`src/sv/triggered_channel_shuffle_assert.svh`:
```
// Assertion macros for the triggered channel shuffle.
// Needs clk and rst_n in the scope of the module that includes it.
`ifndef TRIGGERED_CHANNEL_SHUFFLE_ASSERT_SVH
`define TRIGGERED_CHANNEL_SHUFFLE_ASSERT_SVH

// same-cycle implication
`define TCS_ASSERT_HOLDS(label, ante, cons, msg) \
  label: assert property (@(posedge clk) disable iff (!rst_n) (ante) |-> (cons)) \
    else $error(msg);

// next-cycle implication
`define TCS_ASSERT_NEXT(label, ante, cons, msg) \
  label: assert property (@(posedge clk) disable iff (!rst_n) (ante) |=> (cons)) \
    else $error(msg);

`endif

```
`src/sv/tcs_pkg.sv`:
```
// Shared constants, types and functions of the triggered channel shuffle.
// No dependencies; used by tcs_rng, tcs_slot_ram and the top level.
package tcs_pkg;

  localparam int LANES       = 8;
  localparam int SAMPLE_BITS = 24;
  localparam int LANE_W      = $clog2(LANES);
  localparam int CNT_W       = $clog2(LANES + 1);
  localparam int CHAN_W      = 4;
  localparam int SEED_W      = 32;
  localparam int CFG_IDX_W   = 1;
  localparam int CFG_DATA_W  = 32;
  localparam int IN_TDATA_W  = (((LANES + 1) * SAMPLE_BITS + 7) / 8) * 8;
  localparam int OUT_TDATA_W = ((LANES * SAMPLE_BITS + 7) / 8) * 8;

  localparam logic [SEED_W-1:0] SEED_K1 = 32'd1243598713;
  localparam logic [SEED_W-1:0] SEED_K2 = 32'd3093459404;
  localparam logic [SEED_W-1:0] SEED_K3 = 32'd1821928721;

  typedef logic signed [SAMPLE_BITS-1:0] sample_t;

  typedef enum logic [CFG_IDX_W-1:0] {
    REG_CHANNELS_IN_USE,
    REG_RNG_SEED
  } cfg_reg_t;

  typedef enum logic [2:0] {
    S_IDLE,
    S_LOAD,
    S_DRAW,
    S_RDK,
    S_WRJ,
    S_WRK,
    S_READ,
    S_PUSH
  } state_t;

  typedef struct packed {
    logic [SEED_W-1:0] s1;
    logic [SEED_W-1:0] s2;
    logic [SEED_W-1:0] s3;
  } rng_words_t;

  typedef struct packed {
    logic seed_we;
    logic step;
  } rng_ctl_t;

  typedef struct packed {
    logic              we;
    logic [LANE_W-1:0] waddr;
    sample_t           wdata;
    logic              re;
    logic [LANE_W-1:0] raddr;
  } ram_req_t;

  function automatic logic [SEED_W-1:0] hash_step1(input logic [SEED_W-1:0] h);
    logic [SEED_W-1:0] t;
    t = h + ~(h << 15);
    return t ^ (t >> 10);
  endfunction

  function automatic logic [SEED_W-1:0] hash_step2(input logic [SEED_W-1:0] h);
    logic [SEED_W-1:0] t;
    t = h + (h << 3);
    return t ^ (t >> 6);
  endfunction

  function automatic logic [SEED_W-1:0] hash_step3(input logic [SEED_W-1:0] h);
    logic [SEED_W-1:0] t;
    t = h + ~(h << 11);
    return t ^ (t >> 16);
  endfunction

  function automatic rng_words_t seed_words(input logic [SEED_W-1:0] h);
    rng_words_t w;
    w.s1 = SEED_K1 ^ h;
    if (w.s1 < 32'd2) w.s1 = SEED_K1;
    w.s2 = SEED_K2 ^ h;
    if (w.s2 < 32'd8) w.s2 = SEED_K2;
    w.s3 = SEED_K3 ^ h;
    if (w.s3 < 32'd16) w.s3 = SEED_K3;
    return w;
  endfunction

  function automatic rng_words_t taus_next(input rng_words_t w);
    rng_words_t n;
    n.s1 = ((w.s1 & 32'hFFFF_FFFE) << 12) ^ (((w.s1 << 13) ^ w.s1) >> 19);
    n.s2 = ((w.s2 & 32'hFFFF_FFF8) << 4) ^ (((w.s2 << 2) ^ w.s2) >> 25);
    n.s3 = ((w.s3 & 32'hFFFF_FFF0) << 17) ^ (((w.s3 << 3) ^ w.s3) >> 11);
    return n;
  endfunction

  localparam rng_words_t RNG_RESET =
    seed_words(hash_step3(hash_step2(hash_step1(32'd1))));

endpackage

```
`src/sv/tcs_rng.sv`:
```
// taus88 generator with a registered, stepwise seed expansion (hash_step1, hash_step2, then hash_step3).
// Depends on tcs_pkg.
module tcs_rng (
  input  logic                      clk,
  input  logic                      rst_n,
  input  tcs_pkg::rng_ctl_t         ctl,
  input  logic [tcs_pkg::SEED_W-1:0] seed,
  output logic [tcs_pkg::SEED_W-1:0] draw_o,
  output logic                      busy_o
);
  import tcs_pkg::*;

  rng_words_t        words_r, words_nxt, words_step;
  logic [SEED_W-1:0] h_r, h_nxt;
  logic [1:0]        exp_cnt_r, exp_cnt_nxt;

  assign words_step = taus_next(words_r);
  assign draw_o     = words_step.s1 ^ words_step.s2 ^ words_step.s3;
  assign busy_o     = (exp_cnt_r != 2'd0);

  always_comb begin
    words_nxt   = words_r;
    h_nxt       = h_r;
    exp_cnt_nxt = exp_cnt_r;
    if (ctl.seed_we) begin
      h_nxt       = seed;
      exp_cnt_nxt = 2'd1;
    end else begin
      case (exp_cnt_r)
        2'd1: begin
          h_nxt       = hash_step1(h_r);
          exp_cnt_nxt = 2'd2;
        end
        2'd2: begin
          h_nxt       = hash_step2(h_r);
          exp_cnt_nxt = 2'd3;
        end
        2'd3: begin
          words_nxt   = seed_words(hash_step3(h_r));
          exp_cnt_nxt = 2'd0;
        end
        default: begin
          if (ctl.step) words_nxt = words_step;
        end
      endcase
    end
  end

  always_ff @(posedge clk) begin
    if (!rst_n) begin
      words_r   <= RNG_RESET;
      exp_cnt_r <= 2'd0;
    end else begin
      words_r   <= words_nxt;
      exp_cnt_r <= exp_cnt_nxt;
    end
  end

  always_ff @(posedge clk) begin
    h_r <= h_nxt;
  end

endmodule

```
`src/sv/tcs_slot_ram.sv`:
```
// Slot store: one write port, one registered read port, per-entry valid bits.
// Depends on tcs_pkg; an entry never written reads as zero.
module tcs_slot_ram (
  input  logic              clk,
  input  logic              rst_n,
  input  tcs_pkg::ram_req_t req,
  output tcs_pkg::sample_t  rdata
);
  import tcs_pkg::*;

  sample_t          mem [LANES];
  logic [LANES-1:0] valid_r;
  sample_t          rdata_r;

  assign rdata = rdata_r;

  always_ff @(posedge clk) begin
    if (!rst_n) begin
      valid_r <= '0;
    end else if (req.we) begin
      valid_r[req.waddr] <= 1'b1;
    end
  end

  always_ff @(posedge clk) begin
    if (req.we) mem[req.waddr] <= req.wdata;
    if (req.re) rdata_r <= valid_r[req.raddr] ? mem[req.raddr] : '0;
  end

endmodule

```
`src/sv/triggered_channel_shuffle.sv`:
```
// Triggered channel shuffle: top level with the frame sequencer.
// Depends on tcs_pkg, tcs_rng, tcs_slot_ram and triggered_channel_shuffle_assert.svh.
//
// Usage:
//   in_*  : one item per audio frame, trigger then eight channel samples.
//   out_* : one item per frame, the eight held slots; unused lanes are zero.
//   cfg_* : register 0 sets channels in use (n), register 1 the generator seed.
//   A frame is taken only in idle. It loads the slot memory one lane a cycle
//   when the trigger rises or on the first frame after reset, then runs
//   Fisher-Yates swaps, n-1 of them on a rising trigger after the first frame
//   (each: one draw, read j, read k, two write-backs), and finally reads the n
//   slots back into the result and pushes it.
//   A seed write is expanded in the generator; no frame is taken meanwhile.
//   The result waits in an output register, so the next frame is taken while
//   the receiver stalls; a new result waits in the push cycle until it is free.
//   Reset: store reads as zero, the generator holds the expansion of seed 1,
//   n is eight, and the next frame loads the store unshuffled.
module triggered_channel_shuffle (
  input  logic                          clk,
  input  logic                          rst_n,
  input  logic                          in_tvalid,
  output logic                          in_tready,
  // fields from bit 0: trigger, sample_0 .. sample_7
  input  logic [tcs_pkg::IN_TDATA_W-1:0]  in_tdata,
  output logic                          out_tvalid,
  input  logic                          out_tready,
  // fields from bit 0: held_0 .. held_7
  output logic [tcs_pkg::OUT_TDATA_W-1:0] out_tdata,
  input  logic                          cfg_we,
  input  logic [tcs_pkg::CFG_IDX_W-1:0]   cfg_index,
  input  logic [tcs_pkg::CFG_DATA_W-1:0]  cfg_wdata
);
  import tcs_pkg::*;

  state_t            state_r, state_nxt;
  logic [CNT_W-1:0]  cnt_r, cnt_nxt;
  logic [LANE_W-1:0] j_r, j_nxt;
  logic [LANE_W-1:0] k_r, k_nxt;
  logic [CNT_W-1:0]  n_r, n_nxt;
  logic [SEED_W-1:0] r_r, r_nxt;
  sample_t           tmp_r, tmp_nxt;
  sample_t           samp_r [LANES];
  sample_t           samp_nxt [LANES];
  sample_t           res_r [LANES];
  sample_t           res_nxt [LANES];
  sample_t           out_r [LANES];
  sample_t           out_nxt [LANES];
  logic              out_tvalid_r, out_tvalid_nxt;
  logic              trig_high_r, trig_high_nxt;
  logic              first_pend_r, first_pend_nxt;
  logic              shuffle_r, shuffle_nxt;
  logic [CHAN_W-1:0] chan_r, chan_nxt;

  rng_ctl_t          rng_ctl;
  logic              rng_seed_we;
  logic              rng_step;
  logic [SEED_W-1:0] rng_draw;
  logic              rng_busy;
  ram_req_t          ram_req;
  sample_t           ram_rdata;

  logic                    accept;
  logic [CNT_W-1:0]        n_eff;
  sample_t                 trig;
  logic                    trig_high;
  logic                    rising;
  logic [CNT_W-1:0]        m;
  logic [SEED_W+CNT_W-1:0] prod;
  logic [CNT_W-1:0]        ksum;
  logic [CNT_W-1:0]        cnt_m1;

  assign rng_ctl = '{seed_we: rng_seed_we, step: rng_step};

  tcs_rng u_rng (
    .clk    (clk),
    .rst_n  (rst_n),
    .ctl    (rng_ctl),
    .seed   (cfg_wdata[SEED_W-1:0]),
    .draw_o (rng_draw),
    .busy_o (rng_busy)
  );

  tcs_slot_ram u_ram (
    .clk   (clk),
    .rst_n (rst_n),
    .req   (ram_req),
    .rdata (ram_rdata)
  );

  assign in_tready  = (state_r == S_IDLE) && !rng_busy;
  assign accept     = in_tvalid && in_tready;
  assign out_tvalid = out_tvalid_r;

  always_comb begin
    out_tdata = '0;
    for (int l = 0; l < LANES; l++) begin
      out_tdata[l*SAMPLE_BITS +: SAMPLE_BITS] = out_r[l];
    end
  end

  assign trig      = in_tdata[SAMPLE_BITS-1:0];
  assign trig_high = (trig != '0) && !trig[SAMPLE_BITS-1];
  assign rising    = trig_high && !trig_high_r;

  always_comb begin
    if (chan_r == '0) begin
      n_eff = CNT_W'(1);
    end else if (chan_r > CHAN_W'(LANES)) begin
      n_eff = CNT_W'(LANES);
    end else begin
      n_eff = CNT_W'(chan_r);
    end
  end

  assign m      = n_r - CNT_W'(j_r);
  assign prod   = r_r * m;
  assign ksum   = CNT_W'(j_r) + prod[SEED_W +: CNT_W];
  assign cnt_m1 = cnt_r - CNT_W'(1);

  // configuration decode
  always_comb begin
    chan_nxt    = chan_r;
    rng_seed_we = 1'b0;
    if (cfg_we) begin
      unique case (cfg_reg_t'(cfg_index))
        REG_CHANNELS_IN_USE: chan_nxt = cfg_wdata[CHAN_W-1:0];
        REG_RNG_SEED:        rng_seed_we = 1'b1;
        default:             chan_nxt = chan_r;
      endcase
    end
  end

  // frame sequencer
  always_comb begin
    state_nxt      = state_r;
    cnt_nxt        = cnt_r;
    j_nxt          = j_r;
    k_nxt          = k_r;
    n_nxt          = n_r;
    r_nxt          = r_r;
    tmp_nxt        = tmp_r;
    samp_nxt       = samp_r;
    res_nxt        = res_r;
    out_nxt        = out_r;
    trig_high_nxt  = trig_high_r;
    first_pend_nxt = first_pend_r;
    shuffle_nxt    = shuffle_r;
    out_tvalid_nxt = out_tvalid_r && !out_tready;
    rng_step       = 1'b0;
    ram_req        = '0;

    unique case (state_r)
      S_IDLE: begin
        if (accept) begin
          for (int l = 0; l < LANES; l++) begin
            samp_nxt[l] = in_tdata[(l+1)*SAMPLE_BITS +: SAMPLE_BITS];
            res_nxt[l]  = '0;
          end
          n_nxt          = n_eff;
          cnt_nxt        = '0;
          shuffle_nxt    = !first_pend_r && rising;
          trig_high_nxt  = trig_high;
          first_pend_nxt = 1'b0;
          state_nxt      = (first_pend_r || rising) ? S_LOAD : S_READ;
        end
      end
      S_LOAD: begin
        ram_req.we    = 1'b1;
        ram_req.waddr = cnt_r[LANE_W-1:0];
        ram_req.wdata = samp_r[cnt_r[LANE_W-1:0]];
        if (cnt_r == n_r - CNT_W'(1)) begin
          cnt_nxt = '0;
          j_nxt   = '0;
          if (shuffle_r && (n_r > CNT_W'(1))) begin
            state_nxt = S_DRAW;
          end else begin
            state_nxt = S_READ;
          end
        end else begin
          cnt_nxt = cnt_r + CNT_W'(1);
        end
      end
      S_DRAW: begin
        rng_step      = 1'b1;
        r_nxt         = rng_draw;
        ram_req.re    = 1'b1;
        ram_req.raddr = j_r;
        state_nxt     = S_RDK;
      end
      S_RDK: begin
        if (ksum >= CNT_W'(LANES)) begin
          k_nxt = LANE_W'(LANES - 1);
        end else begin
          k_nxt = ksum[LANE_W-1:0];
        end
        ram_req.re    = 1'b1;
        ram_req.raddr = k_nxt;
        tmp_nxt       = ram_rdata;
        state_nxt     = S_WRJ;
      end
      S_WRJ: begin
        ram_req.we    = 1'b1;
        ram_req.waddr = j_r;
        ram_req.wdata = ram_rdata;
        state_nxt     = S_WRK;
      end
      S_WRK: begin
        ram_req.we    = 1'b1;
        ram_req.waddr = k_r;
        ram_req.wdata = tmp_r;
        if (CNT_W'(j_r) + CNT_W'(2) < n_r) begin
          j_nxt     = j_r + LANE_W'(1);
          state_nxt = S_DRAW;
        end else begin
          cnt_nxt   = '0;
          state_nxt = S_READ;
        end
      end
      S_READ: begin
        if (cnt_r < n_r) begin
          ram_req.re    = 1'b1;
          ram_req.raddr = cnt_r[LANE_W-1:0];
        end
        if (cnt_r != '0) begin
          res_nxt[cnt_m1[LANE_W-1:0]] = ram_rdata;
        end
        if (cnt_r == n_r) begin
          state_nxt = S_PUSH;
        end else begin
          cnt_nxt = cnt_r + CNT_W'(1);
        end
      end
      S_PUSH: begin
        if (!out_tvalid_r || out_tready) begin
          out_nxt        = res_r;
          out_tvalid_nxt = 1'b1;
          state_nxt      = S_IDLE;
        end
      end
      default: begin
        state_nxt = S_IDLE;
      end
    endcase
  end

  always_ff @(posedge clk) begin
    if (!rst_n) begin
      state_r      <= S_IDLE;
      out_tvalid_r <= 1'b0;
      trig_high_r  <= 1'b0;
      first_pend_r <= 1'b1;
      chan_r       <= CHAN_W'(8);
    end else begin
      state_r      <= state_nxt;
      out_tvalid_r <= out_tvalid_nxt;
      trig_high_r  <= trig_high_nxt;
      first_pend_r <= first_pend_nxt;
      chan_r       <= chan_nxt;
    end
  end

  always_ff @(posedge clk) begin
    cnt_r     <= cnt_nxt;
    j_r       <= j_nxt;
    k_r       <= k_nxt;
    n_r       <= n_nxt;
    r_r       <= r_nxt;
    tmp_r     <= tmp_nxt;
    shuffle_r <= shuffle_nxt;
    samp_r    <= samp_nxt;
    res_r     <= res_nxt;
    out_r     <= out_nxt;
  end

`include "triggered_channel_shuffle_assert.svh"

  `TCS_ASSERT_HOLDS(a_swap_index_range, (state_r == S_WRJ) || (state_r == S_WRK), (k_r >= j_r) && (CNT_W'(k_r) < n_r), "swap index outside j .. n-1")
  `TCS_ASSERT_NEXT(a_accept_dispatch, accept, (state_r == S_LOAD) || (state_r == S_READ), "accepted item did not start load or read-out")
  `TCS_ASSERT_HOLDS(a_ram_write_phase, ram_req.we, (state_r == S_LOAD) || (state_r == S_WRJ) || (state_r == S_WRK), "slot store written outside load or swap")
  `TCS_ASSERT_NEXT(a_push_lands, (state_r == S_PUSH) && (!out_tvalid_r || out_tready), out_tvalid_r && (state_r == S_IDLE), "pushed result not presented")

endmodule
```
`config.mk`:
```
export PLATFORM = sky130hd
export DESIGN_NAME = triggered_channel_shuffle
export DESIGN_NICKNAME = d
export VERILOG_FILES = /design/src/sv/tcs_pkg.sv /design/src/sv/tcs_rng.sv /design/src/sv/tcs_slot_ram.sv /design/src/sv/triggered_channel_shuffle.sv
export VERILOG_INCLUDE_DIRS = /design/src /design/src/sv
export SDC_FILE = /design/constraint.sdc
export NUM_CORES = 2
export LEC_CHECK = 0
export BUFFER_PORTS_ARGS = -buffer_cell sky130_fd_sc_hd__buf_4
export CORE_MARGIN = 2
export CORE_UTILIZATION = 54
export DETAILED_ROUTE_END_ITERATION = 12
export PLACE_DENSITY_LB_ADDON = 0.1
export SLEW_MARGIN = 20
export SYNTH_ARGS = -nofsm -noshare
export SYNTH_HDL_FRONTEND = slang
export SYNTH_SLANG_ARGS = --single-unit
```
`constraint.sdc`:
```
create_clock -name clk -period 12.42 [get_ports clk]
set_input_delay 0.621 -clock clk [delete_from_list [all_inputs] [get_ports clk]]
set_output_delay 0.621 -clock clk [all_outputs]
set_load 0.005 [all_outputs]
```
==> reports/results.ini <==
[route]
dr.pass1.iters = 6
num_vias = 33300
antenna_left = 0
drc = 0
wl_um = 131000
wl_per_cell_um = 23.3
drt_iter0_drc = 3401
viasPerCell = 5.92

[min_path]
min_from = in_tdata[72]
whs_path_depth = 1
hold_class = in -> reg
min_to = samp_r[120]

[synth]
synth_ff_type = edfxtp_1
netlist_area_um2 = 48700
synthTopCellsByArea = edfxtp_1 (55%), nand2_1 (4.8%), dfxtp_1 (4.4%), a21oi_1 (3.3%), ha_1 (3.3%)
synth_top_cell_by_area = edfxtp_1
seq_area_frac_synth_pct = 59.6
ys_ff_latch = 1003
synth_fp_nets = 4430
ys_async_sr_fraction_pct = 0
syn_inst = 3986
syn_avg_cell_area_um2 = 12.2
synth-edff-count = 895
synth.most_common_cell = edfxtp_1
yosysUniqueCellTypes = 96
yosysTopAreaCellShare_pct = 55.2
synth_commonest_cells = edfxtp_1 (895), nand2_1 (625), a21oi_1 (325)
yosys_warnings = 0

[floorplan]
std_cell_rows = 110
dieWidth_um = 304
fp.dieH_um = 304
die_area_um2 = 92600
start_util_pct = 54.3
coreArea_um2 = 89700
io_pins = 448

[clock_tree]
cts_tree = built
cts-root-buf = clkbuf_16
cts.sinks = 1003
path_clk_slew_ns = 0.06
ctsResizeCount = 0
clkLatencyLatePin_ns = 0.69
htree_num_levels = 3
clk_path_buf_depth = 3
cts_hold_buf = 0
numCtsBuffers = 102
postCtsSetupRepairBufs = 0

[timing]
slew_viol_final = 0
timing.fmax_mhz = 106
tightestPinTransition_ns = 1.45
finClkSkew_ns = 0.0231
final-hold-violation-count = 0
setup-violations-final = 0
post-route-period-util_pct = 76.3
setup_tns_ns = 0
period_needed_ns = 9.47
layout_setup_ws_ns = 2.95
slew_headroom_pct = 3.04
hold_slack_ns = 0.101
rsz0062_at_grt = no

[critical_path]
reg2reg_from = j_r[1]
path_class = reg -> reg
crit_buf_inv = 5
r2r_end = u_ram.rdata[13]
end_kind = flip-flop
crit_family = compound AO/OA/AOI/OAI gates
slowest_delay_ns = 0.95
crit_cells = 32
critPathLaunchType = flip-flop
worst_path_max_delay_cell = buf_4
arrival_ns = 9.91
cp_max_fo = 64
r2r_slack_ns = 2.95
r2r_cells = 32
worstPathRequired_ns = 12.86

[grt]
antenna_found_initial = 1
grt_pass1_wl_um = 199000
grt_max_degree = 193
grt_pass1_vias = 32500
grt_usage_pct = 28.1
grt_remaining_overflow = 0

[job]
cap_violations = 0

[final_layout]
drive_above_1_share_pct = 17.5
diodes = 0
syn_to_final_growth_pct = 16.2
nets = 4815

[placed_design]
io_buffers = 447
dpl.hpwl_um = 89800
pre_cts_ws_ns = 3.07
place_congestion = 0.905

[power]
cellLeakagePower_nw = 21.6
power_density_nw_per_um2 = 296
peakVddDrop_mv = 0.254

[run_status]
status = completed

## worst max path at each step
| stage | startpoint | end |
|---|---|---|
| CTS | j_r[1] | u_ram.rdata[5] |
| floorplan | state_r[1] | res_r[0] |
| finish | j_r[1] | u_ram.rdata[13] |
| global route | j_r[1] | u_ram.rdata[14] |
| detailed placement | j_r[1] | u_ram.rdata[14] |
| global placement | j_r[1] | u_ram.rdata[14] |
## worst reg2reg max path, delay by kind of cell (launching register included)
kind | cells | cell delay (ns)
buf+inv | 5 | 1.58
mux | 1 | 0.21
compound gates | 12 | 2.71
simple gates | 6 | 1.56
xor+xnor | 3 | 0.67
flops | 1 | 0.49
fa+ha+maj | 5 | 2.01
## metrics by stage
step | area, µm² | utilization [%] | total power [W] | cells
final | 56600 | 63.1 | 0.0167 | 5633
after global placement | 53300 | 59.4 | 0.0135 | 5443
after floorplan | 48700 | - | 0.0112 | 3986
after detailed placement | 53300 | 59.4 | 0.0136 | 5443
after CTS | 56600 | 63.1 | 0.0167 | 5633
after global routing | 56600 | 63.1 | 0.0179 | 5633
## kinds of logic after synthesis
| family | after synthesis | synth area share (%) |
|---|---|---|
| flip-flops | 1003 | 59.6 |
| multiplexers | 164 | 4.66 |
| AND/OR/NAND/NOR | 1203 | 11.4 |
| AO/OA/AOI/OAI | 787 | 10.6 |
| buffers and inverters | 392 | 3.08 |
| XOR/XNOR | 247 | 4.79 |
| adder cells (fa/ha/maj) | 190 | 5.84 |
## sequential cells by signal, indices dropped and copies added, names as in the netlist
register and flops:
res_r 192, first_pend_r 1, shuffle_r 1, u_ram.valid_r 8
cnt_r 4, k_r 3, state_r 3, u_ram.rdata 24
out_tvalid 1, samp_r 192, u_rng.exp_cnt_r 2, trig_high_r 1
r_r 32, n_r 4, j_r 3, u_ram.mem 192
out_tdata 192, u_rng.words_r 88, chan_r 4, tmp_r 24
u_rng.h_r 32
## where the power goes
| group | switching (W) | internal [W] |
|---|---|---|
| clock network | 0.00132 | 0.00177 |
| logic | 0.00531 | 0.00326 |
| registers | 0.000508 | 0.00459 |
| total | 0.00714 | 0.00961 |
## cell type report
type,count,area [µm²]
Sequential cell,1003,29000
Inverter,177,672
Fill cell,7069,33100
Clock inverter,66,689
Tap cell,1176,1470
Multi-Input combinational cell,2591,18400
Clock buffer,124,2670
Timing Repair Buffer,496,3740
## placed cells by master (no fill, tap or decap), types with 16 or more instances in the layout
cell type,count
nor2b_1,46
and3_1,16
xnor2_1,169
a21o_1,28
buf_4,495
a22o_1,26
nand2b_1,45
a31oi_1,18
edfxtp_1,895
clkinv_1,24
dfxtp_1,108
o211ai_1,33
nand3_1,55
o21ai_0,133
nor3_1,43
fa_1,62
ha_1,127
xor2_1,65
inv_1,174
mux2i_1,111
nand4_1,17
a211oi_1,23
nor2_1,157
mux4_2,50
a2111oi_0,33
clkbuf_16,103
a21oi_1,325
clkbuf_1,20
and2_1,103
a222oi_1,24
nand2_1,623
## layer usage
metal | part of all wire (%) | track usage (%) | wire length [µm]
met1 | 43 | 40.4 | 56400
met2 | 46 | 43.3 | 60100
met3 | 7.5 | 4.19 | 9820
met4 | 3.9 | 11.2 | 5140
met5 | 0.0061 | 0 | 8
Note: power is estimated with default switching activity, not from simulation.
